[src/rtl/arx_pkg.sv]
`default_nettype none

package arx_pkg;

    localparam int unsigned WORD_W  = 32;
    localparam int unsigned ROT_X   = 7;
    localparam int unsigned ROT_Y   = 2;
    localparam int unsigned CFG_IDX_W = 2;

    localparam logic [CFG_IDX_W-1:0] REG_KEY_LOW  = 2'd0;
    localparam logic [CFG_IDX_W-1:0] REG_KEY_HIGH = 2'd1;

    localparam logic ACT_ENCRYPT = 1'b0;
    localparam logic ACT_DECRYPT = 1'b1;

    typedef logic [WORD_W-1:0] t_word;

    typedef struct packed {
        logic  action;
        t_word in_word_low;
        t_word in_word_high;
    } t_cmd_word;

    typedef struct packed {
        t_word out_word_low;
        t_word out_word_high;
    } t_result_word;

    // one block in flight with its own copy of the key schedule
    typedef struct packed {
        logic  dec;
        t_word x;
        t_word y;
        t_word a;
        t_word b;
    } t_lane;

    typedef struct packed {
        t_word x;
        t_word y;
    } t_pair;

    function automatic t_word ror_w(input t_word v, input int unsigned r);
        ror_w = (v >> r) | (v << (WORD_W - r));
    endfunction

    function automatic t_word rol_w(input t_word v, input int unsigned r);
        rol_w = (v << r) | (v >> (WORD_W - r));
    endfunction

    function automatic t_pair arx_fwd(input t_pair p, input t_word k);
        t_word s;
        s = (ror_w(p.x, ROT_X) + p.y) ^ k;
        arx_fwd.x = s;
        arx_fwd.y = rol_w(p.y, ROT_Y) ^ s;
    endfunction

    function automatic t_pair arx_inv(input t_pair p, input t_word k);
        t_word t;
        t = ror_w(p.y ^ p.x, ROT_Y);
        arx_inv.x = rol_w((p.x ^ k) - t, ROT_X);
        arx_inv.y = t;
    endfunction

endpackage

`default_nettype wire

[src/rtl/arx_sched_cell.sv]
`default_nettype none

module arx_sched_cell
    import arx_pkg::*;
#(
    parameter int IDX = 0
) (
    input  wire   i_clk,
    input  wire   i_rst_n,
    input  wire   i_valid,
    input  t_lane i_lane,
    output logic  o_valid,
    output t_lane o_lane
);

    localparam t_word SCHED_KEY = t_word'(IDX);

    logic  r_valid;
    t_lane r_lane;
    t_lane n_lane;
    t_pair w_sched;

    // forward schedule step, decrypt words only; encrypt words ride through
    always_comb begin
        w_sched = arx_fwd(t_pair'{x: i_lane.a, y: i_lane.b}, SCHED_KEY);
        n_lane  = i_lane;
        if (i_lane.dec == ACT_DECRYPT) begin
            n_lane.a = w_sched.x;
            n_lane.b = w_sched.y;
        end
    end

    always_ff @(posedge i_clk) begin
        if (!i_rst_n) begin
            r_valid <= 1'b0;
        end else begin
            r_valid <= i_valid;
        end
    end

    always_ff @(posedge i_clk) begin
        r_lane <= n_lane;
    end

    assign o_valid = r_valid;
    assign o_lane  = r_lane;

endmodule

`default_nettype wire

[config.mk]
export PLATFORM = sky130hd
export DESIGN_NAME = arx_sched_cell
export DESIGN_NICKNAME = d
export VERILOG_FILES = /design/src/rtl/arx_pkg.sv /design/src/rtl/arx_sched_cell.sv
export SDC_FILE = /design/constraint.sdc
export NUM_CORES = 1
export LEC_CHECK = 0
export BUFFER_PORTS_ARGS = -buffer_cell sky130_fd_sc_hd__buf_4
export CAP_MARGIN = 20
export CELL_PAD_IN_SITES_DETAIL_PLACEMENT = 0
export CELL_PAD_IN_SITES_GLOBAL_PLACEMENT = 1
export CORE_UTILIZATION = 34
export CTS_CLUSTER_SIZE = 10
export DETAILED_ROUTE_END_ITERATION = 16
export PLACE_DENSITY_LB_ADDON = 0.05
export SETUP_SLACK_MARGIN = 0.15
export SYNTH_ARGS = -nofsm -noshare
export SYNTH_HDL_FRONTEND = slang
export SYNTH_SLANG_ARGS = --single-unit
[constraint.sdc]
create_clock -name i_clk -period 3.4 [get_ports i_clk]
set_input_delay 0.34 -clock i_clk [delete_from_list [all_inputs] [get_ports i_clk]]
set_output_delay 0.34 -clock i_clk [all_outputs]
set_load 0.05 [all_outputs]
==> flow_summary.yaml <==
clock_network:
  cts_root_buffer: "sky130_fd_sc_hd__clkbuf_16"
  cts.repair.resized: 0
  cts_setup_buffers: 0
  cts_buffer_depth: 2
  cts.sinks: 130
  cts-buffers-inserted: 17
  cts_tree: "done"
  clk_pin_slew_ps: 60
  htree_num_levels: 4
  cts-hold-fix-buffers: 24
final_layout:
  post-route-cell-area_mm2: 0.00875
  drive_gt1_share_pct: 39.7
  antenna-diode-count: 0
  layout.nets: 997
  area_growth_syn_to_layout_pct: 58.7
power_and_ir_drop:
  worst_ir_drop_on_vdd_mv: 0.331
  cell_int_power_mw: 3.37
  total_switching_power_mw: 1.86
  power.clock.fraction_pct: 34.6
  power.density_mw_per_mm2: 597
  power.sequential.fraction_pct: 33.3
  power.combinational.fraction_pct: 32.1
  cellLeakagePower_nw: 4.07
  swShare_pct: 35.6
sta:
  slew_viol_final: 0
  finalCriticalPeriod_ps: 2880
  hold_viol: 0
  worst_slew_pin_slew_ps: 582
  worst_slew_margin_rel_pct: 61.2
  finalSetupViolations: 0
  rsz0062_at_grt: "false"
  finalWorstSetupSlack_ps: 517
  tns_ps: 0
  period_share_pct: 84.8
  max_freq_ghz: 0.347
setup_path:
  critical_path.max_stage_delay_ps: 420
  criticalPathCategory: "in -> reg"
  cpMaxStageDelayCell: "sky130_fd_sc_hd__or3_4"
  cp_data_arrival_time_ps: 3190
  critical_path.cell_chain: "buf_4 > ha_1 > fa_1 > a21o_1 > a221oi_4 > nor4_2 > o2111a_1 > or3_4 > a311o_1 > o2111a_1 > a221o_1"
  endpoint_kind: "flip-flop"
  cp.required_ps: 3710
  worst_path_most_repeated_cell: "sky130_fd_sc_hd__o2111a_1"
  start_kind: "input port"
  crit_fanout: 4
logic_synthesis:
  synth_enable_flop_cells: 0
  synth.ff_latch_count: 130
  yosys.cell_types.count: 58
  synthesis.yosys.warnings: 0
  async_flop_share_pct: 0
  area_of_the_mapped_netlist_mm2: 0.00552
  synthesis.instances: 521
  synth_top_flop_cell: "sky130_fd_sc_hd__dfxtp_1"
  synth-seq-area-share_pct: 47.2
  postSynthNetCount: 685
  synthesis.area_per_instance_um2: 10.6
global_route:
  grt_antenna_before_repair: 0
  grt_pass1_vias: 4880
  grt_usage_pct: 20.3
  overflow_after_grt: 0
  maximum_number_of_pins_on_one_net_before_global_route_repair: 56
  grt_first_pass_wirelength_um: 25700
routing:
  num_vias: 5052
  drt_iter0_markers: 156
  drc_errors: 0
  avgRoutedWirePerCell_um: 16.5
  final_antenna_net_count: 0
  viasPerCell: 4.76
  detail_route.first_pass.iterations: 4
  routed_wl_um: 17500
floorplanning:
  initial_core_util_pct: 34.7
  design.die.area_mm2: 0.0167
  fp.coreArea_mm2: 0.0159
  dieHeight_um: 129
  core.rowCount: 46
  ios: 262
  die_x_um: 129
placed_design:
  detailedPlace.worstSlack_ps: 88.5
  place_congestion: 0.816
  dp_hpwl_um: 13400
  placed_area_mm2: 0.00769
  number_of_port_buffers: 261
min_path:
  worstHoldPathType: "in -> reg"
  min_path_cells: 1
  hold_path.startpoint: "i_lane[107]"
  min_delay_worst_endpoint: "o_lane[107]"
outcome:
  run_status: "finished, final reports clean"
job:
  drv_cap: 0
==> Yosys cell counts (8+ instances only) <==
cell / number / area share, %
sky130_fd_sc_hd__clkbuf_1: 15 / 1.0
sky130_fd_sc_hd__o21ai_0: 9 / 0.82
sky130_fd_sc_hd__nand2_1: 27 / 1.8
sky130_fd_sc_hd__xnor2_1: 36 / 5.7
sky130_fd_sc_hd__nand3_1: 12 / 1.1
sky130_fd_sc_hd__nor3_1: 8 / 0.73
sky130_fd_sc_hd__ha_1: 31 / 7.0
sky130_fd_sc_hd__dfxtp_1: 130 / 47
sky130_fd_sc_hd__mux2_2: 34 / 6.9
sky130_fd_sc_hd__a21oi_1: 53 / 4.8
sky130_fd_sc_hd__nor2_1: 34 / 2.3
sky130_fd_sc_hd__xor2_1: 9 / 1.4
sky130_fd_sc_hd__a21o_1: 12 / 1.6
sky130_fd_sc_hd__inv_1: 11 / 0.75
==> placed cells by master (no fill, tap or decap), drive strengths merged, types with 3 or more instances in the layout <==
cell type | Yosys | final
a31o | 3 | 3
a211o | 3 | 3
a21boi | 3 | 3
mux2 | 34 | 34
nand3 | 12 | 12
o22ai | 3 | 3
a21o | 12 | 12
xnor3 | 7 | 7
o21a | 6 | 6
nand2 | 27 | 27
a21oi | 53 | 53
nor3 | 8 | 8
dfxtp | 130 | 130
buf | 1 | 262
nand2b | 3 | 3
nor2 | 34 | 34
clkinvlp | 0 | 3
or3 | 5 | 5
and2 | 4 | 4
ha | 31 | 31
xnor2 | 36 | 36
o211ai | 4 | 4
o31ai | 5 | 5
a211oi | 3 | 3
o21bai | 6 | 6
inv | 11 | 20
o21ai | 9 | 9
dlygate4sd3 | 0 | 47
nor2b | 3 | 3
xor2 | 9 | 9
o41ai | 3 | 3
clkbuf | 15 | 17
and3 | 7 | 7
==> metal layers <==
| metal | part of all wire (%) | track usage, % |
|---|---|---|
| met5 | 0 | 0 |
| met2 | 50 | 33.9 |
| met1 | 41 | 24.6 |
| met3 | 8.0 | 7.02 |
| met4 | 1.3 | 6.30 |
==> power groups by stage <==
stage / Clock, mW / Combinational (mW) / Sequential, mW
floorplan: 0 / 0.512 / 2.35
global placement: 0 / 1.63 / 1.77
detailed placement: 0 / 1.64 / 1.77
CTS: 1.86 / 1.67 / 1.74
global route: 1.94 / 1.78 / 1.75
finish: 1.81 / 1.68 / 1.74
==> final cells by class <==
class	count	area, µm²
fill	1495	7130
inverter	11	41.3
multi-input combinational	364	2810
tap	216	270
clock buffer	17	425
clock inverter	15	166
timing repair buffer	309	2440
sequential	130	2600
==> registers in the layout, indices dropped and copies added (netlist names) <==
signal / flops
o_valid: 1
o_lane: 129
==> critical path, delay by kind of cell <==
family                   cells  cell delay (ps)
AO/OA/AOI/OAI                6             1570
adder cells (fa/ha/maj)      2              620
AND/OR/NAND/NOR              2              530
buffers and inverters        1              130
==> through the flow <==
stage                     utilization (%)  instances  power [mW]  hold WS [ps]
after global routing                 55.1       1062        5.48         0.570
after floorplan                         -        521        2.86           368
after detailed placement             48.4        983        3.41           446
final                                55.1       1062        5.23          27.5
after global placement               48.4        983        3.40           445
after CTS                            53.7       1039        5.27        0.0572
==> worst max path at each step <==
stage                 end  slack, ps  startpoint
4_1_cts        o_lane[28]        550   i_lane[0]
3_5_place_dp   o_lane[28]         90   i_lane[0]
2_1_floorplan  o_lane[28]        420   i_lane[0]
5_1_grt        o_lane[28]        420   i_lane[0]
3_3_place_gp   o_lane[28]        130   i_lane[0]
6_report       o_lane[28]        520   i_lane[0]
==> kinds of logic after synthesis <==
family | after synthesis | synth area share (%)
AOI/OAI and AO/OA | 131 | 16.4
DFF | 130 | 47.2
and+or+nand+nor | 114 | 10.0
xor gates and xnor gates | 52 | 10.0
muxes | 35 | 7.12
adders and majority gates | 32 | 7.40
buffers and inverters | 27 | 1.84
No activity file was read; power rests on OpenSTA's default activity.
