==> src/rtl/arx_pkg.sv <==
`default_nettype none

package arx_pkg;

    localparam int unsigned WORD_W  = 32;
    localparam int unsigned ROT_X   = 7;
    localparam int unsigned ROT_Y   = 2;
    localparam int unsigned CFG_IDX_W = 2;

    localparam logic [CFG_IDX_W-1:0] REG_KEY_LOW  = 2'd0;
    localparam logic [CFG_IDX_W-1:0] REG_KEY_HIGH = 2'd1;

    localparam logic ACT_ENCRYPT = 1'b0;
    localparam logic ACT_DECRYPT = 1'b1;

    typedef logic [WORD_W-1:0] t_word;

    typedef struct packed {
        logic  action;
        t_word in_word_low;
        t_word in_word_high;
    } t_cmd_word;

    typedef struct packed {
        t_word out_word_low;
        t_word out_word_high;
    } t_result_word;

    // one block in flight with its own copy of the key schedule
    typedef struct packed {
        logic  dec;
        t_word x;
        t_word y;
        t_word a;
        t_word b;
    } t_lane;

    typedef struct packed {
        t_word x;
        t_word y;
    } t_pair;

    function automatic t_word ror_w(input t_word v, input int unsigned r);
        ror_w = (v >> r) | (v << (WORD_W - r));
    endfunction

    function automatic t_word rol_w(input t_word v, input int unsigned r);
        rol_w = (v << r) | (v >> (WORD_W - r));
    endfunction

    function automatic t_pair arx_fwd(input t_pair p, input t_word k);
        t_word s;
        s = (ror_w(p.x, ROT_X) + p.y) ^ k;
        arx_fwd.x = s;
        arx_fwd.y = rol_w(p.y, ROT_Y) ^ s;
    endfunction

    function automatic t_pair arx_inv(input t_pair p, input t_word k);
        t_word t;
        t = ror_w(p.y ^ p.x, ROT_Y);
        arx_inv.x = rol_w((p.x ^ k) - t, ROT_X);
        arx_inv.y = t;
    endfunction

endpackage

`default_nettype wire

==> src/rtl/arx_round_cell.sv <==
`default_nettype none

module arx_round_cell
    import arx_pkg::*;
#(
    parameter int ROUND_COUNT = 16,
    parameter int IDX         = 0
) (
    input  wire   i_clk,
    input  wire   i_rst_n,
    input  wire   i_valid,
    input  t_lane i_lane,
    output logic  o_valid,
    output t_lane o_lane
);

    localparam t_word FWD_KEY  = t_word'(IDX);
    localparam bit    HAS_BACK = (IDX < ROUND_COUNT - 1);
    localparam t_word BACK_KEY = HAS_BACK ? t_word'(ROUND_COUNT - 2 - IDX) : '0;

    logic  r_valid;
    t_lane r_lane;
    t_lane n_lane;
    t_pair w_data_fwd;
    t_pair w_data_inv;
    t_pair w_key_fwd;
    t_pair w_key_inv;

    always_comb begin
        w_data_fwd = arx_fwd(t_pair'{x: i_lane.x, y: i_lane.y}, i_lane.b);
        w_data_inv = arx_inv(t_pair'{x: i_lane.x, y: i_lane.y}, i_lane.b);
        w_key_fwd  = arx_fwd(t_pair'{x: i_lane.a, y: i_lane.b}, FWD_KEY);
        w_key_inv  = arx_inv(t_pair'{x: i_lane.a, y: i_lane.b}, BACK_KEY);
        n_lane     = i_lane;
        if (i_lane.dec == ACT_DECRYPT) begin
            n_lane.x = w_data_inv.x;
            n_lane.y = w_data_inv.y;
            if (HAS_BACK) begin
                n_lane.a = w_key_inv.x;
                n_lane.b = w_key_inv.y;
            end
        end else begin
            n_lane.x = w_data_fwd.x;
            n_lane.y = w_data_fwd.y;
            n_lane.a = w_key_fwd.x;
            n_lane.b = w_key_fwd.y;
        end
    end

    always_ff @(posedge i_clk) begin
        if (!i_rst_n) begin
            r_valid <= 1'b0;
        end else begin
            r_valid <= i_valid;
        end
    end

    always_ff @(posedge i_clk) begin
        r_lane <= n_lane;
    end

    assign o_valid = r_valid;
    assign o_lane  = r_lane;

endmodule

`default_nettype wire

==> config.mk <==
export PLATFORM = sky130hd
export DESIGN_NAME = arx_round_cell
export DESIGN_NICKNAME = d
export VERILOG_FILES = /design/src/rtl/arx_pkg.sv /design/src/rtl/arx_round_cell.sv
export SDC_FILE = /design/constraint.sdc
export NUM_CORES = 1
export LEC_CHECK = 0
export BUFFER_PORTS_ARGS = -buffer_cell sky130_fd_sc_hd__buf_2
export CORE_ASPECT_RATIO = 0.8
export CORE_MARGIN = 2
export CORE_UTILIZATION = 55
export DETAILED_ROUTE_END_ITERATION = 8
export GPL_TIMING_DRIVEN = 0
export PLACE_DENSITY = 0.81
export SETUP_SLACK_MARGIN = 0.3
export SLEW_MARGIN = 15
export SYNTH_ARGS = -nofsm -noshare
export SYNTH_HDL_FRONTEND = slang
export SYNTH_SLANG_ARGS = --single-unit
export TNS_END_PERCENT = 1
==> constraint.sdc <==
create_clock -name i_clk -period 4.7 [get_ports i_clk]
set_clock_uncertainty 0.2 [all_clocks]
set_input_delay 0.235 -clock i_clk [delete_from_list [all_inputs] [get_ports i_clk]]
set_output_delay 0.235 -clock i_clk [all_outputs]
set_load 0.05 [all_outputs]
==> run_summary.xml, run 1 <==
<?xml version="1.0" encoding="UTF-8"?>
<metrics>
  <group name="cts">
    <metric name="ctsHtreeMaxLevel" unit="">4</metric>
    <metric name="tritoncts_num_sinks" unit="">130</metric>
    <metric name="cts_made_buffers" unit="">17</metric>
    <metric name="clk_root_buffer_cell" unit="">sky130_fd_sc_hd__clkbuf_16</metric>
    <metric name="cts.hold.buffers_added" unit="">22</metric>
    <metric name="clock_tree_from_tritoncts" unit="">done</metric>
    <metric name="cts_max_path_buffers" unit="">2</metric>
    <metric name="cts_setup_buffers" unit="">0</metric>
    <metric name="clk_transition_reported_paths" unit="ns">0.06</metric>
    <metric name="cts_resized" unit="">0</metric>
  </group>
  <group name="drt">
    <metric name="route.layer.met1.wl" unit="mm">20.2</metric>
    <metric name="drc" unit="">0</metric>
    <metric name="route.final.wire_length" unit="mm">47.0</metric>
    <metric name="met3_length" unit="mm">6.77</metric>
    <metric name="avgRoutedWirePerCell" unit="µm">23.2</metric>
    <metric name="highest_layer" unit="">met4</metric>
    <metric name="detailroute.via_count" unit="">12700</metric>
    <metric name="initialDrtViolationCount" unit="">1884</metric>
    <metric name="met2_wirelength" unit="mm">18.7</metric>
    <metric name="drtPass1Iterations" unit="">6</metric>
    <metric name="ant_nets" unit="">0</metric>
    <metric name="avgViaCountPerCell" unit="">6.24</metric>
  </group>
  <group name="finish">
    <metric name="multi_input_comb_area" unit="mm²">0.00896</metric>
    <metric name="antenna_cells" unit="">0</metric>
    <metric name="final_common_cell" unit="">sky130_fd_sc_hd__buf_2</metric>
    <metric name="postLayoutCoreUtil" unit="%">67.2</metric>
    <metric name="layout-area-overhead-vs-synth" unit="%">20.8</metric>
    <metric name="nFillCells" unit="">1876</metric>
    <metric name="layout-drive-gt1-share" unit="%">18.5</metric>
    <metric name="fin_nets" unit="">1990</metric>
    <metric name="seq_area" unit="mm²">0.00260</metric>
    <metric name="most-common-layout-cells" unit="">264 x sky130_fd_sc_hd__buf_2, 185 x sky130_fd_sc_hd__xnor2_1, 163 x sky130_fd_sc_hd__a21oi_1</metric>
  </group>
  <group name="min_path">
    <metric name="min_path_type" unit="">in2reg</metric>
    <metric name="worst_hold_path.num_cells" unit="">3</metric>
  </group>
  <group name="grt">
    <metric name="antenna_found_initial" unit="">0</metric>
    <metric name="grt_pass1_vias" unit="">11400</metric>
    <metric name="grt_max_degree" unit="">17</metric>
    <metric name="grt_first_pass_wirelength" unit="mm">67.7</metric>
    <metric name="gr_ovfl_total" unit="">0</metric>
    <metric name="gr-usage-all-layers" unit="%">39.9</metric>
  </group>
  <group name="worst_setup_path">
    <metric name="setup.worst_path.start_class" unit="">input port</metric>
    <metric name="crit_path_max_incr_delay" unit="ns">0.58</metric>
    <metric name="crit_path_top_delay_cell" unit="">sky130_fd_sc_hd__a311oi_1</metric>
    <metric name="path_common_cell" unit="">sky130_fd_sc_hd__a21oi_1</metric>
    <metric name="critPathKind" unit="">in2reg</metric>
    <metric name="crit_path_max_fanout" unit="">3</metric>
    <metric name="timing.critical_path.cells" unit="">dlygate4sd3_1, buf_2, xnor2_1, fa_1, a21o_1, a21oi_1, or4_1, o211a_1, o41ai_1, nand2_1, a311oi_1, a21oi_1, xor2_1, a21oi_1</metric>
    <metric name="cp.buffers_inverters" unit="">2</metric>
    <metric name="crit_arrival" unit="ns">4.27</metric>
    <metric name="worstSetupPathDepth" unit="">14</metric>
    <metric name="worst_path_dominant_cell_family" unit="">compound AO/OA/AOI/OAI gates</metric>
    <metric name="cp_data_required_time" unit="ns">4.79</metric>
    <metric name="crit_path_end_kind" unit="">flop</metric>
  </group>
  <group name="floorplanning">
    <metric name="start_util" unit="%">55.6</metric>
    <metric name="row_count" unit="">48</metric>
    <metric name="placeableCoreArea" unit="mm²">0.0214</metric>
    <metric name="fp.dieH" unit="µm">136</metric>
    <metric name="pin_count" unit="">262</metric>
    <metric name="die_width" unit="µm">169</metric>
    <metric name="die_area" unit="mm²">0.0229</metric>
  </group>
  <group name="place">
    <metric name="place_worst_setup_slack" unit="ns">0.503</metric>
    <metric name="portBuffers" unit="">259</metric>
    <metric name="place_congestion" unit="">1.03</metric>
    <metric name="dp.final_hpwl" unit="mm">37.1</metric>
  </group>
  <group name="timing">
    <metric name="setup_tns" unit="ns">0</metric>
    <metric name="max_slew_margin" unit="%">23.1</metric>
    <metric name="achievable-frequency" unit="GHz">0.239</metric>
    <metric name="period_minus_slack" unit="ns">4.18</metric>
    <metric name="rsz0062_at_grt" unit="">no</metric>
    <metric name="final_min_period_over_clock_period" unit="%">88.9</metric>
    <metric name="final-max-slew-violation-count" unit="">0</metric>
    <metric name="report.final.hold_viol_count" unit="">0</metric>
    <metric name="finalWorstSetupSlack" unit="ns">0.522</metric>
    <metric name="setup_viol_count_final" unit="">0</metric>
    <metric name="worst_slew_pin_slew" unit="ns">1.15</metric>
  </group>
  <group name="synth">
    <metric name="synth_async_sr_flop_share" unit="%">0</metric>
    <metric name="synth.largest_area_cell" unit="">sky130_fd_sc_hd__dfxtp_1</metric>
    <metric name="synth_seq_area_share" unit="%">21.8</metric>
    <metric name="synth_warn" unit="">0</metric>
    <metric name="synthesis.area_per_instance" unit="µm²">8.28</metric>
    <metric name="postSynthCellCount" unit="">1440</metric>
    <metric name="synth_area_leaders" unit="">sky130_fd_sc_hd__dfxtp_1 22%, sky130_fd_sc_hd__xnor2_1 14%, sky130_fd_sc_hd__ha_1 12%</metric>
    <metric name="synth_cell_types" unit="">83</metric>
    <metric name="yosys.area.top_type_share" unit="%">21.8</metric>
    <metric name="syn-num-nets" unit="">1690</metric>
    <metric name="ys_ff_latch" unit="">130</metric>
    <metric name="synth_enable_flop_cells" unit="">0</metric>
    <metric name="post_synth_instance_area" unit="mm²">0.0119</metric>
    <metric name="yosys_most_used_dff" unit="">sky130_fd_sc_hd__dfxtp_1</metric>
  </group>
  <group name="power">
    <metric name="clkPwrFrac" unit="%">23.0</metric>
    <metric name="share_seq_of_total_power" unit="%">22.7</metric>
    <metric name="power_leakage" unit="nW">6.67</metric>
    <metric name="sw_ratio" unit="%">47.3</metric>
    <metric name="net-switching-power" unit="W">0.00300</metric>
    <metric name="powerDensity" unit="mW/mm²">440</metric>
    <metric name="comb_power_share" unit="%">54.3</metric>
    <metric name="internal_power" unit="W">0.00334</metric>
    <metric name="peakVddDrop" unit="V">0.000297</metric>
  </group>
  <group name="flow_run">
    <metric name="max_cap_violations" unit="">0</metric>
  </group>
  <group name="status">
    <metric name="result_of_the_run" unit="">completed</metric>
  </group>
</metrics>
[logic make-up after synthesis]
| kind of cell | synth area share [%] |
|---|---|
| compound gates | 23.4 |
| xor+xnor | 23.6 |
| fa+ha+maj | 13.0 |
| buf+inv | 2.98 |
| flops | 21.8 |
| mux | 2.94 |
| simple gates | 12.3 |
[routing by layer]
metal	global-route usage, %	vias up
met2	56.3	876
li1	-	5758
met3	12.8	122
met5	0	-
met1	57.3	5894
met4	12.3	0
[worst min-delay path, stage by stage]
cell,delay [ns]
sky130_fd_sc_hd__buf_2,0.12
sky130_fd_sc_hd__xnor2_1,0.10
sky130_fd_sc_hd__mux2i_1,0.14
[state kept, by name (all words and copies together), names as in the netlist]
register,count
o_lane,129
o_valid,1
[worst paths after layout]
check	from	to	slack (ns)
setup / recovery	i_lane[67]	o_lane[125]$_DFF_P_	0.52
hold / removal	i_lane[93]	o_lane[91]$_DFF_P_	0.006
[power groups by stage]
stage               Combinational [W]  Sequential, W  Clock (W)
finish                        0.00344        0.00144    0.00146
global route                  0.00362        0.00146    0.00150
floorplan                     0.00150        0.00243          0
detailed placement            0.00332        0.00146          0
global placement              0.00331        0.00146          0
CTS                           0.00336        0.00144    0.00146
[synthesized netlist by cell type (6+ instances only)]
cell type,n
sky130_fd_sc_hd__nand3_1,26
sky130_fd_sc_hd__mux2_2,8
sky130_fd_sc_hd__clkbuf_1,30
sky130_fd_sc_hd__nand2_1,98
sky130_fd_sc_hd__nor2b_1,10
sky130_fd_sc_hd__a21oi_1,163
sky130_fd_sc_hd__nand4_1,14
sky130_fd_sc_hd__nand2b_1,13
sky130_fd_sc_hd__nor2_1,88
sky130_fd_sc_hd__o21bai_1,14
sky130_fd_sc_hd__a2111oi_0,6
sky130_fd_sc_hd__a21o_1,64
sky130_fd_sc_hd__a31oi_1,13
sky130_fd_sc_hd__xor2_1,117
sky130_fd_sc_hd__mux2i_1,26
sky130_fd_sc_hd__o21ai_0,86
sky130_fd_sc_hd__inv_1,49
sky130_fd_sc_hd__or3_1,8
sky130_fd_sc_hd__ha_1,114
sky130_fd_sc_hd__dfxtp_1,130
sky130_fd_sc_hd__xnor2_1,185
sky130_fd_sc_hd__nor3_1,15
sky130_fd_sc_hd__o31ai_1,8
sky130_fd_sc_hd__and3_1,14
sky130_fd_sc_hd__o211ai_1,9
sky130_fd_sc_hd__buf_1,9
sky130_fd_sc_hd__o21a_1,8
[final cells by class]
cell class,instances,share of cell area (%)
inverter,49,1.28
buffer,44,1.19
clock inverter,9,1.07
timing repair buffer,281,10.5
multi-input combinational,1217,62.2
clock buffer,23,3.25
sequential,130,18.1
tap,275,2.39
[metrics by stage]
step	total power (W)	cells	instance area, µm²	hold slack [ns]
2_1_floorplan	0.00393	1440	11900	0.0627
3_3_place_gp	0.00476	1974	13600	0.225
3_5_place_dp	0.00478	1974	13600	0.234
4_1_cts	0.00626	2028	14400	0.000899
5_1_grt	0.00658	2028	14400	0.0245
6_report	0.00634	2028	14400	0.00643
(Power assumes the default switching activity.)
==> run 2: changes to the inputs <==
--- a/config.mk
+++ b/config.mk
@@ -5,13 +5,13 @@
 export SDC_FILE = /design/constraint.sdc
 export NUM_CORES = 1
 export LEC_CHECK = 0
-export BUFFER_PORTS_ARGS = -buffer_cell sky130_fd_sc_hd__buf_2
 export CORE_ASPECT_RATIO = 0.8
 export CORE_MARGIN = 2
 export CORE_UTILIZATION = 55
 export DETAILED_ROUTE_END_ITERATION = 8
+export DONT_BUFFER_PORTS = 1
 export GPL_TIMING_DRIVEN = 0
-export PLACE_DENSITY = 0.81
+export PLACE_DENSITY = 0.7
 export SETUP_SLACK_MARGIN = 0.3
 export SLEW_MARGIN = 15
 export SYNTH_ARGS = -nofsm -noshare
==> run_summary.xml, run 2 (same netlist as run 1, synthesis figures left out) <==
<?xml version="1.0" encoding="UTF-8"?>
<metrics>
  <group name="timing">
    <metric name="period_minus_slack" unit="ns">4.24</metric>
    <metric name="rsz0062_at_grt" unit="">no</metric>
    <metric name="setup_tns" unit="ns">0</metric>
    <metric name="final_min_period_over_clock_period" unit="%">90.2</metric>
    <metric name="report.final.hold_viol_count" unit="">0</metric>
    <metric name="max_slew_margin" unit="%">22.6</metric>
    <metric name="holdWs" unit="ns">0.00805</metric>
    <metric name="achievable-frequency" unit="GHz">0.236</metric>
    <metric name="final-max-slew-violation-count" unit="">0</metric>
    <metric name="setup_viol_count_final" unit="">0</metric>
    <metric name="worst_slew_pin_slew" unit="ns">1.13</metric>
  </group>
  <group name="finish">
    <metric name="layout-area-overhead-vs-synth" unit="%">19.0</metric>
    <metric name="final_common_cell" unit="">sky130_fd_sc_hd__xnor2_1</metric>
    <metric name="nFillCells" unit="">1786</metric>
    <metric name="layout-drive-gt1-share" unit="%">4.30</metric>
    <metric name="most-common-layout-cells" unit="">185 x sky130_fd_sc_hd__xnor2_1, 163 x sky130_fd_sc_hd__a21oi_1, 135 x sky130_fd_sc_hd__dlygate4sd3_1</metric>
    <metric name="fin_nets" unit="">1844</metric>
    <metric name="max_ffs_per_register" unit="">129</metric>
    <metric name="multi_input_comb_area" unit="mm²">0.00897</metric>
    <metric name="antenna_cells" unit="">0</metric>
    <metric name="seq_area" unit="mm²">0.00260</metric>
  </group>
  <group name="floorplanning">
    <metric name="start_util" unit="%">55.6</metric>
    <metric name="die_area" unit="mm²">0.0229</metric>
    <metric name="placeableCoreArea" unit="mm²">0.0214</metric>
    <metric name="pin_count" unit="">262</metric>
    <metric name="fp.dieH" unit="µm">136</metric>
    <metric name="row_count" unit="">48</metric>
    <metric name="die_width" unit="µm">169</metric>
  </group>
  <group name="worst_setup_path">
    <metric name="crit_path_end_kind" unit="">flop</metric>
    <metric name="crit_path_max_fanout" unit="">4</metric>
    <metric name="timing.critical_path.cells" unit="">dlygate4sd3_1, ha_1, fa_1, a21o_1, a21oi_1, or4_1, a21oi_1, nor4_2, o32ai_2, a2111oi_0, or3_1, xnor2_1, mux2i_1, dlygate4sd3_1</metric>
    <metric name="worst_path_dominant_cell_family" unit="">buffers and inverters</metric>
    <metric name="cp.buffers_inverters" unit="">2</metric>
    <metric name="crit_path_top_delay_cell" unit="">sky130_fd_sc_hd__dlygate4sd3_1</metric>
    <metric name="cp-startpoint" unit="">i_lane[39]</metric>
    <metric name="critPathKind" unit="">in2reg</metric>
    <metric name="cp_data_required_time" unit="ns">4.82</metric>
    <metric name="setup.worst_path.start_class" unit="">input port</metric>
    <metric name="crit_path_max_incr_delay" unit="ns">0.60</metric>
    <metric name="worstSetupPathDepth" unit="">14</metric>
    <metric name="crit_arrival" unit="ns">4.36</metric>
  </group>
  <group name="flow_run">
    <metric name="max_cap_violations" unit="">0</metric>
  </group>
  <group name="grt">
    <metric name="grt_first_pass_wirelength" unit="mm">68.8</metric>
    <metric name="grt_pass1_vias" unit="">11300</metric>
    <metric name="grt_max_degree" unit="">17</metric>
    <metric name="gr-usage-all-layers" unit="%">40.7</metric>
    <metric name="gr_ovfl_total" unit="">0</metric>
    <metric name="antenna_found_initial" unit="">0</metric>
  </group>
  <group name="power">
    <metric name="peakVddDrop" unit="V">0.000296</metric>
    <metric name="powerDensity" unit="mW/mm²">423</metric>
    <metric name="power_leakage" unit="nW">6.11</metric>
  </group>
  <group name="drt">
    <metric name="detailroute.via_count" unit="">12200</metric>
    <metric name="ant_nets" unit="">0</metric>
    <metric name="initialDrtViolationCount" unit="">1932</metric>
    <metric name="avgViaCountPerCell" unit="">6.47</metric>
    <metric name="drtPass1Iterations" unit="">5</metric>
    <metric name="drc" unit="">0</metric>
    <metric name="avgRoutedWirePerCell" unit="µm">25.2</metric>
    <metric name="route.final.wire_length" unit="mm">47.4</metric>
  </group>
  <group name="cts">
    <metric name="clk_transition_reported_paths" unit="ns">0.06</metric>
    <metric name="ctsHtreeMaxLevel" unit="">4</metric>
    <metric name="clk_root_buffer_cell" unit="">sky130_fd_sc_hd__clkbuf_16</metric>
    <metric name="cts_max_path_buffers" unit="">2</metric>
    <metric name="cts_made_buffers" unit="">17</metric>
    <metric name="tritoncts_num_sinks" unit="">130</metric>
    <metric name="clock_tree_from_tritoncts" unit="">done</metric>
  </group>
  <group name="place">
    <metric name="dp.final_hpwl" unit="mm">34.9</metric>
    <metric name="place_congestion" unit="">0.999</metric>
    <metric name="portBuffers" unit="">0</metric>
  </group>
  <group name="min_path">
    <metric name="min-delay-start" unit="">i_lane[2]</metric>
    <metric name="min_path_type" unit="">in2reg</metric>
    <metric name="worst_hold_path.num_cells" unit="">4</metric>
  </group>
  <group name="status">
    <metric name="result_of_the_run" unit="">completed</metric>
  </group>
</metrics>
[run 2: changes by cell type in the layout (fill, tap and decap cells not counted), sizes merged]
cell         delta
clkbuf          -1
clkinv          +2
bufinv          -3
buf           -259
dlygate4sd3   +113
clkinvlp        +1
[run 2: repair_timing]
item                                   CTS  global route
setup endpoints to repair                0             3
endpoints found under the hold margin   77             0
setup buffers                            0             0
hold buffers                           135             0
resized for setup                        0             1
[run 2: power by group]
group          internal (W)  leakage (nW)  switching [W]
sequential          0.00138          1.10        0.00106
combinational      0.000985          4.73        0.00126
clock              0.000777         0.274       0.000531
[run 2: final timing paths]
check | endpoint | slack, ns
worst max-delay path | o_lane[28]$_DFF_P_ | 0.46
worst min-delay path | o_lane[98]$_DFF_P_ | 0.008
[run 2: final cells by class]
| cell class | instances | area share (%) |
|---|---|---|
| clock inverter | 9 | 0.573 |
| buffer | 44 | 1.21 |
| multi-input combinational | 1217 | 63.2 |
| clock buffer | 22 | 3.41 |
| tap | 275 | 2.43 |
| timing repair buffer | 135 | 9.53 |
| inverter | 49 | 1.30 |
| sequential | 130 | 18.3 |
[run 2: routing by layer]
layer | routed length (µm) | up-vias | track usage [%]
met5 | 0 | - | 0
met4 | 1990 | 0 | 15.9
met3 | 7230 | 154 | 13.7
met2 | 18800 | 958 | 58.1
met1 | 19300 | 5604 | 56.3
li1 | - | 5458 | -
[run 2: stage by stage]
stage / cell area (µm²) / power (W) / utilization (%) / std cells / setup WS [ns]
2_1_floorplan: 11900 / 0.00393 / - / 1440 / 1.34
3_3_place_gp: 12300 / 0.00437 / 57.2 / 1715 / 0.764
3_5_place_dp: 12300 / 0.00439 / 57.2 / 1715 / 0.698
4_1_cts: 14200 / 0.00590 / 66.1 / 1881 / 0.363
5_1_grt: 14200 / 0.00623 / 66.2 / 1881 / 0.341
6_report: 14200 / 0.00600 / 66.2 / 1881 / 0.459
